File: src/hw/rtl/strided_map_tile_checksum_defines.svh
// Assertion macros for the strided map tile checksum block.
// Included by files that carry concurrent checks; expects clk and rst_n in scope.
`ifndef STRIDED_MAP_TILE_CHECKSUM_DEFINES_SVH
`define STRIDED_MAP_TILE_CHECKSUM_DEFINES_SVH

// Consequent must hold in the cycle after the antecedent.
`define SMTC_ASSERT_NEXT(label, ante, cons, msg) \
  label: assert property (@(posedge clk) disable iff (!rst_n) (ante) |=> (cons)) \
    else $error(msg);

// Consequent must hold in the same cycle as the antecedent.
`define SMTC_ASSERT_SAME(label, ante, cons, msg) \
  label: assert property (@(posedge clk) disable iff (!rst_n) (ante) |-> (cons)) \
    else $error(msg);

`endif

File: src/hw/rtl/smtc_pkg.sv
// Shared types, constants and modulo helpers for the strided map tile checksum.
// No dependencies; imported by every module of the block.
package smtc_pkg;

  localparam int MAP_SIDE = 1024;

  localparam logic [7:0] BYTE_LIMIT = 8'hA1;
  localparam logic [7:0] BYTE_SPECIAL = 8'hAB;
  localparam logic [4:0] MOD31 = 5'd31;

  // Register index of the key
  localparam logic REG_MAP_KEY = 1'b0;

  // Key register and the phases decoded from it
  typedef struct packed {
    logic [31:0] key;
    logic [4:0]  rphase;
    logic [4:0]  cphase;
    logic        bypass;
    logic        reload;
  } smtc_cfg_t;

  // Reduce a value below 63 into 0..30
  function automatic logic [4:0] fold31(input logic [5:0] s);
    logic [5:0] r;
    begin
      if (s >= 6'd62) begin
        r = s - 6'd62;
      end else if (s >= 6'(MOD31)) begin
        r = s - 6'(MOD31);
      end else begin
        r = s;
      end
      return r[4:0];
    end
  endfunction

  // Column mod 31: 32 is 1 mod 31, so add the two 5-bit digits
  function automatic logic [4:0] col_mod31(input logic [9:0] c);
    logic [5:0] s;
    begin
      s = {1'b0, c[9:5]} + {1'b0, c[4:0]};
      return fold31(s);
    end
  endfunction

  // Key mod 31: sum the 5-bit digits, fold once more, then reduce
  function automatic logic [4:0] key_mod31(input logic [31:0] k);
    logic [7:0] s;
    logic [5:0] f;
    begin
      s = {6'd0, k[31:30]};
      for (int i = 0; i < 6; i++) begin
        s = s + {3'd0, k[5*i +: 5]};
      end
      f = {3'd0, s[7:5]} + {1'b0, s[4:0]};
      return fold31(f);
    end
  endfunction

endpackage

File: src/hw/rtl/smtc_cfg_regs.sv
// APB-style register port holding the map key and its decoded phases.
// Depends on smtc_pkg.
module smtc_cfg_regs (
  input  logic               clk,
  input  logic               rst_n,
  input  logic               psel,
  input  logic               penable,
  input  logic               pwrite,
  input  logic [2:0]         paddr,
  input  logic [31:0]        pwdata,
  output logic [31:0]        prdata,
  output logic               pready,
  output smtc_pkg::smtc_cfg_t cfg
);
  import smtc_pkg::*;

  logic [31:0] key_r;
  logic [4:0]  rphase_r;
  logic [4:0]  cphase_r;
  logic        bypass_r;
  logic        key_wr;

  assign pready = 1'b1;
  assign key_wr = psel && penable && pwrite && (paddr[2] == REG_MAP_KEY);

  // Decode the phases once, at the write
  always_ff @(posedge clk) begin
    if (!rst_n) begin
      key_r    <= '0;
      rphase_r <= '0;
      cphase_r <= '0;
      bypass_r <= 1'b0;
    end else if (key_wr) begin
      key_r    <= pwdata;
      rphase_r <= pwdata[31] ? 5'd0 : pwdata[4:0];
      cphase_r <= key_mod31(pwdata);
      // negative key with nonzero low bits puts the row phase off the map
      bypass_r <= pwdata[31] && (pwdata[4:0] != 5'd0);
    end
  end

  assign prdata = (paddr[2] == REG_MAP_KEY) ? key_r : 32'd0;

  assign cfg.key    = key_r;
  assign cfg.rphase = rphase_r;
  assign cfg.cphase = cphase_r;
  assign cfg.bypass = bypass_r;
  assign cfg.reload = key_wr;

endmodule

File: src/hw/rtl/smtc_tile_filter.sv
// Decides whether one tile is counted into the checksum.
// Depends on smtc_pkg.
module smtc_tile_filter (
  input  logic                tile_row_i,
  input  logic [9:0]          row,
  input  logic [9:0]          col,
  input  logic [7:0]          val,
  input  smtc_pkg::smtc_cfg_t cfg,
  output logic                counts
);
  import smtc_pkg::*;

  logic in_map;
  logic phase_hit;
  logic byte_ok;

  assign in_map    = (32'(row) < 32'(MAP_SIDE)) && (32'(col) < 32'(MAP_SIDE));
  assign phase_hit = (row[4:0] == cfg.rphase) && (col_mod31(col) == cfg.cphase);
  assign byte_ok   = (val != 8'd0) && ((val < BYTE_LIMIT) || (val == BYTE_SPECIAL));
  assign counts    = tile_row_i && !cfg.bypass && in_map && phase_hit && byte_ok;

endmodule

File: src/hw/rtl/strided_map_tile_checksum.sv
// Strided map tile checksum: one tile transaction per cycle in unless in_stall,
// one sum on each last tile out. A tile is captured in the input register and its
// sum lands in the output register when that stage advances; the sustained rate
// is one tile per cycle while no stalled result blocks it. The only loop is the
// 32-bit accumulate. Depends on smtc_pkg, smtc_cfg_regs, smtc_tile_filter.
`include "strided_map_tile_checksum_defines.svh"
module strided_map_tile_checksum (
  input  logic        clk,
  input  logic        rst_n,
  input  logic        psel,
  input  logic        penable,
  input  logic        pwrite,
  input  logic [2:0]  paddr,
  input  logic [31:0] pwdata,
  output logic [31:0] prdata,
  output logic        pready,
  input  logic        in_valid,
  output logic        in_stall,
  input  logic [9:0]  in_tile_row,
  input  logic [9:0]  in_tile_column,
  input  logic [7:0]  in_tile_value,
  input  logic        in_last_tile,
  output logic        out_valid,
  input  logic        out_stall,
  output logic [31:0] out_map_sum
);
  import smtc_pkg::*;

  smtc_cfg_t cfg;

  logic        s1_valid_r, s1_valid_nxt;
  logic [9:0]  s1_row_r;
  logic [9:0]  s1_col_r;
  logic [7:0]  s1_val_r;
  logic        s1_last_r;
  logic        s1_adv;
  logic        in_acc;
  logic        counts;
  logic [31:0] addend;
  logic [31:0] sum_r, sum_nxt;
  logic        out_valid_r, out_valid_nxt;
  logic [31:0] out_sum_r;

  smtc_cfg_regs u_cfg (
    .clk     (clk),
    .rst_n   (rst_n),
    .psel    (psel),
    .penable (penable),
    .pwrite  (pwrite),
    .paddr   (paddr),
    .pwdata  (pwdata),
    .prdata  (prdata),
    .pready  (pready),
    .cfg     (cfg)
  );

  smtc_tile_filter u_filter (
    .tile_row_i (s1_valid_r),
    .row        (s1_row_r),
    .col        (s1_col_r),
    .val        (s1_val_r),
    .cfg        (cfg),
    .counts     (counts)
  );

  // Advance the input stage unless a waiting result blocks it
  assign s1_adv   = s1_valid_r && !(out_valid_r && out_stall);
  assign in_stall = s1_valid_r && !s1_adv;
  assign in_acc   = in_valid && !in_stall;

  always_comb begin
    s1_valid_nxt = s1_valid_r;
    if (in_acc) begin
      s1_valid_nxt = 1'b1;
    end else if (s1_adv) begin
      s1_valid_nxt = 1'b0;
    end
  end

  // Capture the incoming tile
  always_ff @(posedge clk) begin
    if (!rst_n) begin
      s1_valid_r <= 1'b0;
    end else begin
      s1_valid_r <= s1_valid_nxt;
    end
  end

  always_ff @(posedge clk) begin
    if (in_acc) begin
      s1_row_r  <= in_tile_row;
      s1_col_r  <= in_tile_column;
      s1_val_r  <= in_tile_value;
      s1_last_r <= in_last_tile;
    end
  end

  // Accumulate; restart at the key on a last tile or a key write
  assign addend = counts ? (cfg.key ^ {24'd0, s1_val_r}) : 32'd0;

  always_comb begin
    sum_nxt = sum_r;
    if (cfg.reload) begin
      sum_nxt = pwdata;
    end else if (s1_adv) begin
      sum_nxt = s1_last_r ? cfg.key : (sum_r + addend);
    end
  end

  always_comb begin
    out_valid_nxt = out_valid_r;
    if (s1_adv && s1_last_r) begin
      out_valid_nxt = 1'b1;
    end else if (out_valid_r && !out_stall) begin
      out_valid_nxt = 1'b0;
    end
  end

  always_ff @(posedge clk) begin
    if (!rst_n) begin
      sum_r       <= '0;
      out_valid_r <= 1'b0;
    end else begin
      sum_r       <= sum_nxt;
      out_valid_r <= out_valid_nxt;
    end
  end

  // Hold the result until taken
  always_ff @(posedge clk) begin
    if (s1_adv && s1_last_r) begin
      out_sum_r <= sum_r + addend;
    end
  end

  assign out_valid   = out_valid_r;
  assign out_map_sum = out_sum_r;

  // Checks
  `SMTC_ASSERT_NEXT(a_last_gives_result, s1_adv && s1_last_r, out_valid_r,
                    "last tile did not produce a result")
  `SMTC_ASSERT_NEXT(a_last_restarts_sum, s1_adv && s1_last_r && !cfg.reload,
                    sum_r == $past(cfg.key), "accumulator not restarted at key")
  `SMTC_ASSERT_SAME(a_bypass_no_count, cfg.bypass, !counts,
                    "tile counted while row phase lies off the map")
  `SMTC_ASSERT_SAME(a_stall_needs_item, in_stall, s1_valid_r && out_valid_r,
                    "input stalled without a blocked tile")

endmodule

File: config.mk
export PLATFORM = sky130hd
export DESIGN_NAME = strided_map_tile_checksum
export DESIGN_NICKNAME = d
export VERILOG_FILES = /design/src/hw/rtl/smtc_pkg.sv /design/src/hw/rtl/smtc_cfg_regs.sv /design/src/hw/rtl/smtc_tile_filter.sv /design/src/hw/rtl/strided_map_tile_checksum.sv
export VERILOG_INCLUDE_DIRS = /design/src /design/src/hw/rtl
export SDC_FILE = /design/constraint.sdc
export NUM_CORES = 1
export LEC_CHECK = 0
export BUFFER_PORTS_ARGS = -buffer_cell sky130_fd_sc_hd__buf_4
export CORE_MARGIN = 2
export CORE_UTILIZATION = 45
export CTS_BUF_LIST = sky130_fd_sc_hd__clkbuf_8
export DETAILED_ROUTE_END_ITERATION = 8
export GPL_ROUTABILITY_DRIVEN = 0
export GPL_TIMING_DRIVEN = 0
export PLACE_DENSITY = 0.66
export SLEW_MARGIN = 5
export SYNTH_ARGS = -nofsm -noshare
export SYNTH_HDL_FRONTEND = slang
export SYNTH_SLANG_ARGS = --single-unit
File: constraint.sdc
create_clock -name clk -period 15.9 [get_ports clk]
set_clock_uncertainty 0.1 [all_clocks]
set_input_delay 0 -clock clk [delete_from_list [all_inputs] [get_ports clk]]
set_output_delay 0 -clock clk [all_outputs]
set_load 0.005 [all_outputs]
# After elaboration in Yosys (flattened, before gate mapping)
# Cells that the tools add are included.
totals:
  register_bits: 133
  output_inout_bits: 67
classes:
  add_sub_neg: 13
  n_lt_le_gt_ge: 5
  n_eq_ne: 3
  mux: 14
  n_bitwise: 2
  reduce_logical: 26
ops:
  columns: ["cell", "n"]
  rows:
  - ["$mux W32", 5]
  - ["$add A8 B5 Y8", 5]
  - ["$add A32 B32 Y32", 1]
  - ["$xor A32 B8 Y32", 1]
  - ["$mux W5", 5]
  - ["$sub A5 B5 Y5 const B", 4]
  - ["$logic_and A1 B1 Y1", 15]
  - ["$ge A6 B5 Y1 const B", 2]
  - ["$ge A6 B6 Y1 const B", 2]
  - ["$eq A5 B5 Y1", 2]
  - ["$eq A8 B8 Y1 const B", 1]
  - ["$lt A8 B8 Y1 const B", 1]
  - ["$reduce_bool A8 Y1", 1]
  - ["$add A2 B5 Y6", 1]
  - ["$add A3 B5 Y6", 1]
  - ["$add A5 B5 Y6", 1]
  - ["$reduce_bool A2 Y1", 3]
  - ["$logic_not A1 Y1", 5]
  - ["$reduce_bool A5 Y1", 1]
  - ["$mux W1", 4]
  - ["$logic_or A1 B1 Y1", 1]
  - ["$not A1 Y1", 1]

# Longest topological paths before layout
# Gate-level depths: netlist (run 1).
depth:
  word_depth: 13
  mapped_depth: 28
  depth_no_buf: 27

# Cells and area by module
# From an unflattened synthesis (run 1), not the netlist that was laid out.
unflattened:
  cells_unflattened: 1032
  hier_area_um2: 9242.6
by_module_without_submodules:
  columns: ["mod", "n_inst", "cells_each", "area_each_um2"]
  rows:
  - ["strided_map_tile_checksum", 1, 581, 5600.4]
  - ["smtc_cfg_regs", 1, 353, 2889.0]
  - ["smtc_tile_filter", 1, 98, 753.2]

# Worst setup path before layout (run 1)
# No wires, ideal clock.
synth_path:
  path_kind: "in2reg"
  startpoint: "input pwdata[0]"
  endpoint: "register u_cfg.cphase_r[2]"
  setup_ps: 116
  t_arrival_ps: 5260
  setup_slack_ps: 10423
  cell_stages: 26
  n_path_buf: 0
  path_cell_list: "ha_1 inv_1 fa_1 xnor2_1 fa_1 inv_1 fa_1 fa_1 inv_1 ha_1 fa_1 a21o_1 a21oi_1 xnor2_1 inv_1 fa_1 inv_1 ha_1 and2_1 nor2_1 nor3_1 a41oi_1 nor2b_1 xnor2_1 nand2_1 o211a_1"
synth_via:
  elab_chain_cells: 10
  elab_cells_between_ends: 13
synth_lines:
  columns: ["item", "line", "source"]
  rows:
  - ["start: declaration", "strided_map_tile_checksum.sv:14", "input logic [31:0] pwdata,"]
  - ["$add A2 B5 Y6 *", "smtc_pkg.sv:54", "s = s + {3'd0, k[5*i +: 5]};"]
  - ["$add A8 B5 Y8 * (5 in series)", "smtc_pkg.sv:54", null]
  - ["$add A3 B5 Y6 *", "smtc_pkg.sv:56", "f = {3'd0, s[7:5]} + {1'b0, s[4:0]};"]
  - ["$sub A5 B5 Y5 / $ge A6 B5 Y1 (equally long branches)", "smtc_pkg.sv:30, smtc_pkg.sv:29", null]
  - ["$mux W5", "smtc_pkg.sv:29", "end else if (s >= 6'(MOD31)) begin"]
  - ["$mux W5 *", "smtc_pkg.sv:27", "if (s >= 6'd62) begin"]
  - ["end signal: assignment", "smtc_cfg_regs.sv:36", "cphase_r <= key_mod31(pwdata);"]
  - ["end: declaration", "smtc_cfg_regs.sv:19", "logic [4:0] cphase_r;"]
# Mark *: on every way between the ends. The rest lies on a longest branch, timed or not.
# A chain may end at the register's enable or synchronous reset.

# Worst setup path in the final report (run 1)
layout_path:
  startpoint: "register s1_col_r[0]"
  endpoint: "register out_sum_r[31] (netlist: out_map_sum[31]), data pin"
layout_via:
  elab_chain_cells: 10
  elab_cells_between_ends: 13
layout_lines:
  columns: ["item", "line", "source"]
  rows:
  - ["start: declaration", "strided_map_tile_checksum.sv:33", "logic [9:0] s1_col_r;"]
  - ["start signal: assignment", "strided_map_tile_checksum.sv:92", "s1_col_r <= in_tile_column;"]
  - ["$add A5 B5 Y6 *", "smtc_pkg.sv:42", "s = {1'b0, c[9:5]} + {1'b0, c[4:0]};"]
  - ["$sub A5 B5 Y5 / $ge A6 B5 Y1 (equally long branches)", "smtc_pkg.sv:30, smtc_pkg.sv:29", null]
  - ["$mux W5", "smtc_pkg.sv:29", null]
  - ["$mux W5 *", "smtc_pkg.sv:27", null]
  - ["$eq A5 B5 Y1 *", "smtc_tile_filter.sv:18", "assign phase_hit = (row[4:0] == cfg.rphase) && (col_mod31(col) == cfg.cphase);"]
  - ["$logic_and A1 B1 Y1 *", "smtc_tile_filter.sv:18", null]
  - ["$logic_and A1 B1 Y1 * (2 in series)", "smtc_tile_filter.sv:20", "assign counts = tile_row_i && !cfg.bypass && in_map && phase_hit && byte_ok;"]
  - ["$mux W32 *", "strided_map_tile_checksum.sv:99", "assign addend = counts ? (cfg.key ^ {24'd0, s1_val_r}) : 32'd0;"]
  - ["$add A32 B32 Y32 *", "strided_map_tile_checksum.sv:132", "out_sum_r <= sum_r + addend;"]
  - ["end signal: assignment", "strided_map_tile_checksum.sv:132", null]
  - ["end: declaration", "strided_map_tile_checksum.sv:42", "logic [31:0] out_sum_r;"]
# Marks and branches as above.

==> results of run 1 <==
==> layer usage <==
metal	global-route usage, %	share of wire [%]	vias to the layer above
li1	-	-	3819
met1	34.7	43	3828
met2	44.5	48	323
met3	4.17	6.7	58
met4	9.66	2.8	0
met5	0	0	-
==> registers in the layout (all words and copies together), names as in the netlist <==
signal	count
u_cfg.bypass_r	1
s1_last_r	1
sum_r	32
out_map_sum	32
s1_col_r	10
s1_valid_r	1
u_cfg.key_r	32
s1_val_r	8
u_cfg.rphase_r	5
u_cfg.cphase_r	5
out_valid	1
s1_row_r	5
==> area by class of cell <==
| type | instances | share of cell area (%) |
|---|---|---|
| multi-input combinational | 733 | 46.0 |
| sequential | 133 | 28.6 |
| timing repair buffer | 191 | 14.3 |
| tap | 265 | 2.95 |
| inverter | 69 | 2.30 |
| clock buffer | 17 | 2.08 |
| clock inverter | 15 | 2.03 |
| buffer | 44 | 1.73 |
==> kinds of logic (layout without fill, tap and decap cells) <==
kind of cell | count (synthesis) | count (layout) | share of synthesized area (%)
adder cells (fa/ha/maj) | 78 | 78 | 13.1
multiplexers | 11 | 11 | 1.24
AND/OR/NAND/NOR | 336 | 336 | 18.9
other | 1 | 1 | 0.0424
buffers and inverters | 113 | 336 | 5.13
flip-flops | 133 | 133 | 36.4
AO/OA/AOI/OAI | 243 | 243 | 18.8
XOR/XNOR | 64 | 64 | 6.42
==> cell usage after synthesis (19+ instances only) <==
master,number
sky130_fd_sc_hd__and2_1,42
sky130_fd_sc_hd__o21ai_0,37
sky130_fd_sc_hd__ha_1,54
sky130_fd_sc_hd__a21oi_1,51
sky130_fd_sc_hd__edfxtp_1,56
sky130_fd_sc_hd__nor2b_1,44
sky130_fd_sc_hd__dfxtp_1,77
sky130_fd_sc_hd__a21o_1,19
sky130_fd_sc_hd__inv_1,68
sky130_fd_sc_hd__fa_1,24
sky130_fd_sc_hd__nand3_1,25
sky130_fd_sc_hd__nand2_1,132
sky130_fd_sc_hd__xnor2_1,33
sky130_fd_sc_hd__clkbuf_1,34
sky130_fd_sc_hd__nor2_1,38
sky130_fd_sc_hd__a21boi_0,53
sky130_fd_sc_hd__xor2_1,30
==> critical path: cells and delay by family, from the launching register on <==
family / cells / cell delay [ns]
simple gates: 9 / 1.82
compound gates: 6 / 1.50
fa+ha+maj: 4 / 1.35
xor+xnor: 2 / 0.45
buf+inv: 3 / 0.42
flops: 1 / 0.38
==> cells in the final DEF (no fill, tap or decap), types with 6 or more instances in the layout <==
| master | Yosys | final |
|---|---|---|
| sky130_fd_sc_hd__a31oi_1 | 8 | 8 |
| sky130_fd_sc_hd__nor2_1 | 38 | 38 |
| sky130_fd_sc_hd__a21oi_1 | 51 | 51 |
| sky130_fd_sc_hd__a21o_1 | 19 | 19 |
| sky130_fd_sc_hd__clkbuf_1 | 34 | 34 |
| sky130_fd_sc_hd__o21ai_1 | 6 | 6 |
| sky130_fd_sc_hd__o21a_1 | 6 | 6 |
| sky130_fd_sc_hd__dfxtp_1 | 77 | 77 |
| sky130_fd_sc_hd__mux2i_1 | 11 | 11 |
| sky130_fd_sc_hd__nor2b_1 | 44 | 43 |
| sky130_fd_sc_hd__and3_1 | 11 | 11 |
| sky130_fd_sc_hd__clkbuf_8 | 0 | 17 |
| sky130_fd_sc_hd__o211ai_1 | 10 | 10 |
| sky130_fd_sc_hd__fa_1 | 24 | 24 |
| sky130_fd_sc_hd__dlygate4sd3_1 | 0 | 61 |
| sky130_fd_sc_hd__nor3_1 | 10 | 10 |
| sky130_fd_sc_hd__edfxtp_1 | 56 | 56 |
| sky130_fd_sc_hd__xnor2_1 | 33 | 33 |
| sky130_fd_sc_hd__xor2_1 | 30 | 30 |
| sky130_fd_sc_hd__o21ai_0 | 37 | 37 |
| sky130_fd_sc_hd__ha_1 | 54 | 54 |
| sky130_fd_sc_hd__a21boi_0 | 53 | 53 |
| sky130_fd_sc_hd__nand3_1 | 25 | 25 |
| sky130_fd_sc_hd__and2_1 | 42 | 42 |
| sky130_fd_sc_hd__buf_4 | 2 | 131 |
| sky130_fd_sc_hd__nand2_1 | 132 | 132 |
| sky130_fd_sc_hd__inv_1 | 68 | 67 |
==> final timing paths <==
path / from / to / slack, ns
max: s1_col_r[0]$_DFFE_PP_ / out_map_sum[31]$_DFFE_PP_ / 9.62
min reg2reg: u_cfg.bypass_r$_SDFFE_PN0P_ / u_cfg.bypass_r$_SDFFE_PN0P_ / 0.37
max reg2reg: s1_col_r[0]$_DFFE_PP_ / out_map_sum[31]$_DFFE_PP_ / 9.62
min: in_tile_column[3] / s1_col_r[3]$_DFFE_PP_ / 0.14
==> what timing repair did <==
item                                   4_1_cts  5_1_grt
hold buffers                                61        0
buffers inserted                             0        0
setup endpoints to repair                    0        0
endpoints found under the hold margin      101        0
==> where the power goes <==
group          internal (mW)  total, mW  switching [mW]  leakage (nW)
logic                  0.188      0.422           0.235          3.52
registers              0.372      0.383          0.0108          1.18
clock network          0.188      0.337           0.149         0.222
==> impl_metrics.json, run 1 <==
{
  "outcome": "finished, final reports clean",
  "layout_min_cycle_time_ns": 6.28,
  "portBuffers": 129,
  "setup_violations": 0,
  "die_h_um": 144,
  "fin_nets": 1338,
  "layout-drive-gt1-share_pct": 14.9,
  "start_util_pct": 45.6,
  "critical_path.max_fanout": 10,
  "synthDistinctLibCells": 69,
  "cp_data_required_time_ns": 16.02,
  "maxSlewViolCount": 0,
  "fin_tns_setup_ns": 0,
  "setup.worst_path.class": "reg2reg",
  "storage_cell_area_mm2": 0.00322,
  "post_synth_instance_area_mm2": 0.00885,
  "antennaDiodeCount": 0,
  "num_vias": 8028,
  "worstMarginPinSlew_ns": 0.825,
  "synth_top_flop_cell": "sky130_fd_sc_hd__dfxtp_1",
  "cpPeakStageDelay_ns": 0.46,
  "hold_viol": 0,
  "clock_latency_ns": 0.47,
  "synth.area.top_cells": "sky130_fd_sc_hd__edfxtp_1 (19%), sky130_fd_sc_hd__dfxtp_1 (17%), sky130_fd_sc_hd__ha_1 (7.6%), sky130_fd_sc_hd__nand2_1 (5.6%), sky130_fd_sc_hd__fa_1 (5.4%)",
  "power.leakage_nw": 4.92,
  "preCtsSetupSlack_ns": 9.71,
  "synth_edf_count": 56,
  "antenna_left": 0,
  "place_area_mm2": 0.0102,
  "number_of_buffers_added_by_the_clock_tree_synthesis_step": 17,
  "grt.overflow.total": 0,
  "post-route-period-util_pct": 39.5,
  "clockRootBuffer": "sky130_fd_sc_hd__clkbuf_8",
  "share_of_the_synthesized_area_in_the_top_cell_type_pct": 19.0,
  "syn_area_per_cell_um2": 9.04,
  "post-route-util_pct": 58.0,
  "fp.dieArea_mm2": 0.0208,
  "initial_antenna_violation_count": 0,
  "cpMostUsedCell": "sky130_fd_sc_hd__ha_1",
  "synth_async_sr_flop_share_pct": 0,
  "yosysTopAreaCell": "sky130_fd_sc_hd__edfxtp_1",
  "timing.critical_path.arrival_ns": 6.40,
  "setup_ws_ns": 9.62,
  "place.detailed.instances": 1374,
  "grt_first_pass_wirelength_um": 40900,
  "postSynthCellCount": 979,
  "growth_of_design_area_from_synthesis_to_finish_pct": 27.2,
  "cell_by_cell_trace_of_the_critical_path": "ha_1 -> inv_1 -> fa_1 -> inv_1 -> ha_1 -> nand3b_1 -> a211oi_1 -> nor2_1 -> a21boi_0 -> o22ai_1 -> and2_1 -> and4b_2 -> buf_6 -> and2_1 -> ha_1 -> and3_1 -> nand3_1 -> nor4_1 -> nand3_1 -> a31oi_1 -> o21ai_1 -> a31oi_1 -> xor2_1 -> xnor2_1",
  "hold_ws_ns": 0.140,
  "yosys_warn_count": 0,
  "grt.total_usage_pct": 26.5,
  "worst_setup_hold_path_clk_slew_ns": 0.08,
  "drt_first_pass_iters": 5,
  "detail_route.iter0.violations": 591,
  "stdcell_count": 1467,
  "ioPinCount": 138,
  "post_drt_wl_per_cell_um": 18.4,
  "detail_route.drc_violations": 0,
  "cts_resized": 0,
  "power.density_mw_per_mm2": 102,
  "critPathSlowestCell": "sky130_fd_sc_hd__fa_1",
  "first_global_vias": 7471,
  "post-dp-hpwl_um": 20100,
  "hp-class": "in2reg",
  "setup.worst_path.start_class": "register",
  "multi_input_comb_area_mm2": 0.00518,
  "max_freq_mhz": 159,
  "synth-seq-cells": 133,
  "grt_max_degree": 33,
  "route.detailed.vias_per_inst": 5.47,
  "p_total_mw": 1.14,
  "drv.max_cap_violation_count": 0,
  "relative_slew_margins_pct": 45.0,
  "final_design_area_no_fill_mm2": 0.0113,
  "grt_setup_unrepaired": "false",
  "n_fill_cell": 1746,
  "reg2reg_depth": 24,
  "std_cell_core_area_mm2": 0.0194,
  "cts_tree": "done",
  "cts_num_sinks": 133,
  "core.rowCount": 51,
  "htree_levels": 4,
  "holdPathStages": 2,
  "clk_path_buf_depth": 2,
  "ys_seq_area_share_pct": 36.4,
  "totalWireLength_um": 27000,
  "peakVddDrop_mv": 0.124,
  "endpoint_kind": "register",
  "die_width_um": 144,
  "synth_nets": 1128
}
(Power assumes the default switching activity.)
==> run 2: changes to the inputs <==
==> constraint.sdc (replaced) <==
create_clock -name clk -period 5.9 [get_ports clk]
set_clock_uncertainty 0.1 [all_clocks]
set_input_delay 0 -clock clk [delete_from_list [all_inputs] [get_ports clk]]
set_output_delay 0 -clock clk [all_outputs]
set_load 0.005 [all_outputs]
==> impl_metrics.json, run 2 (synthesis gave the netlist of run 1 again) <==
{
  "outcome": "finished, final reports clean",
  "growth_of_design_area_from_synthesis_to_finish_pct": 29.7,
  "portBuffers": 129,
  "cts_tree": "done",
  "setup_violations": 0,
  "post-route-period-util_pct": 96.6,
  "timing.critical_path.arrival_ns": 6.02,
  "layout_min_cycle_time_ns": 5.70,
  "worstMarginPinSlew_ns": 0.859,
  "cpPeakStageDelay_ns": 0.41,
  "route.detailed.vias_per_inst": 5.53,
  "ioPinCount": 138,
  "die_h_um": 144,
  "first_global_vias": 7539,
  "detail_route.drc_violations": 0,
  "drv.max_cap_violation_count": 0,
  "place_area_mm2": 0.0102,
  "detail_route.iter0.violations": 674,
  "fin_nets": 1348,
  "antennaDiodeCount": 0,
  "initial_antenna_violation_count": 0,
  "cp_data_required_time_ns": 6.22,
  "endpoint_kind": "register",
  "stdcell_count": 1477,
  "grt_max_degree": 33,
  "peakVddDrop_mv": 0.344,
  "start_util_pct": 45.6,
  "post-dp-hpwl_um": 20100,
  "grt.total_usage_pct": 26.7,
  "clockRootBuffer": "sky130_fd_sc_hd__clkbuf_8",
  "antenna_left": 0,
  "layout_common_cells": "sky130_fd_sc_hd__buf_4 (140), sky130_fd_sc_hd__nand2_1 (132), sky130_fd_sc_hd__dfxtp_1 (77), sky130_fd_sc_hd__inv_1 (66), sky130_fd_sc_hd__dlygate4sd3_1 (62)",
  "max_freq_mhz": 175,
  "grt_first_pass_wirelength_um": 41200,
  "hold_viol": 0,
  "hold_ws_ns": 0.0662,
  "cpMostUsedCell": "sky130_fd_sc_hd__inv_1",
  "totalWireLength_um": 27800,
  "p_total_mw": 3.14,
  "power.leakage_nw": 4.98,
  "fin_tns_setup_ns": 0,
  "worst_setup_hold_path_clk_slew_ns": 0.09,
  "number_of_buffers_added_by_the_clock_tree_synthesis_step": 17,
  "die_width_um": 144,
  "cts_num_sinks": 133,
  "fp.dieArea_mm2": 0.0208,
  "relative_slew_margins_pct": 42.6,
  "final_design_area_no_fill_mm2": 0.0115,
  "core.rowCount": 51,
  "critical_path.max_fanout": 8,
  "clock_latency_ns": 0.47,
  "maxSlewViolCount": 0,
  "power.density_mw_per_mm2": 273,
  "drt_first_pass_iters": 6,
  "grt.overflow.total": 0,
  "std_cell_core_area_mm2": 0.0194,
  "setup.worst_path.class": "reg2reg",
  "post_drt_wl_per_cell_um": 18.8,
  "storage_cell_area_mm2": 0.00322,
  "mostFrequentLayoutCell": "sky130_fd_sc_hd__buf_4",
  "hp-class": "in2reg",
  "critPathSlowestCell": "sky130_fd_sc_hd__fa_1",
  "multi_input_comb_area_mm2": 0.00533,
  "num_vias": 8165,
  "setup.worst_path.start_class": "register",
  "n_fill_cell": 1736,
  "clk_path_buf_depth": 2,
  "place.detailed.instances": 1374,
  "htree_levels": 4,
  "layout-drive-gt1-share_pct": 18.0
}
==> run 2: metrics by stage <==
| step | util [%] | worst slack [ns] |
|---|---|---|
| finish | 59.2 | 0.202 |
| global route | 59.2 | -0.0649 |
| CTS | 58.5 | 0.0152 |
| detailed placement | 52.5 | -0.286 |
| global placement | 52.3 | -0.249 |
| floorplan | - | 0.423 |
==> run 2: final timing paths <==
kind,start,end,slack [ns],cells past startpoint
worst min-delay path,pwdata[31],u_cfg.rphase_r[4]$_SDFFE_PN0P_,0.07,5
worst max register to register,s1_col_r[0]$_DFFE_PP_,sum_r[20]$_SDFFE_PN0P_,0.20,28
worst max-delay path,s1_col_r[0]$_DFFE_PP_,sum_r[20]$_SDFFE_PN0P_,0.20,28
worst min register to register,u_cfg.bypass_r$_SDFFE_PN0P_,u_cfg.bypass_r$_SDFFE_PN0P_,0.38,2
==> run 2: worst max-delay path: cells and delay by family (launching register included) <==
kind | cells | cell delay (ns)
DFF | 1 | 0.34
and+or+nand+nor | 5 | 1.00
xor gates and xnor gates | 3 | 0.62
AOI/OAI and AO/OA | 11 | 1.90
buffers and inverters | 4 | 0.36
muxes | 1 | 0.17
adders and majority gates | 4 | 1.14
==> run 2: cell type report <==
type	count	area share, %
inverter	69	2.26
clock buffer	17	2.04
multi-input combinational	733	46.4
timing repair buffer	202	14.7
clock inverter	15	1.99
tap	265	2.89
sequential	133	28.1
buffer	43	1.67
==> run 2: what timing repair did <==
item	in CTS	in global routing
pin swaps	3	16
endpoints found under the setup margin	16	35
hold endpoints to repair	101	0
hold buffers	63	0
gates resized for setup	11	26
cloned	0	1
setup buffers	4	5
==> run 2: where the power goes <==
part | switching [mW] | leakage (nW) | internal, mW
sequential | 0.0296 | 1.18 | 1.00
combinational | 0.665 | 3.58 | 0.527
clock | 0.405 | 0.222 | 0.506
==> run 2: routing by layer <==
metal	global-route usage, %	vias up	share of wire, %
li1	-	3840	-
met1	35.1	3909	42
met2	44.8	348	48
met3	3.87	68	6.8
met4	10.0	0	3.0
met5	0	-	0
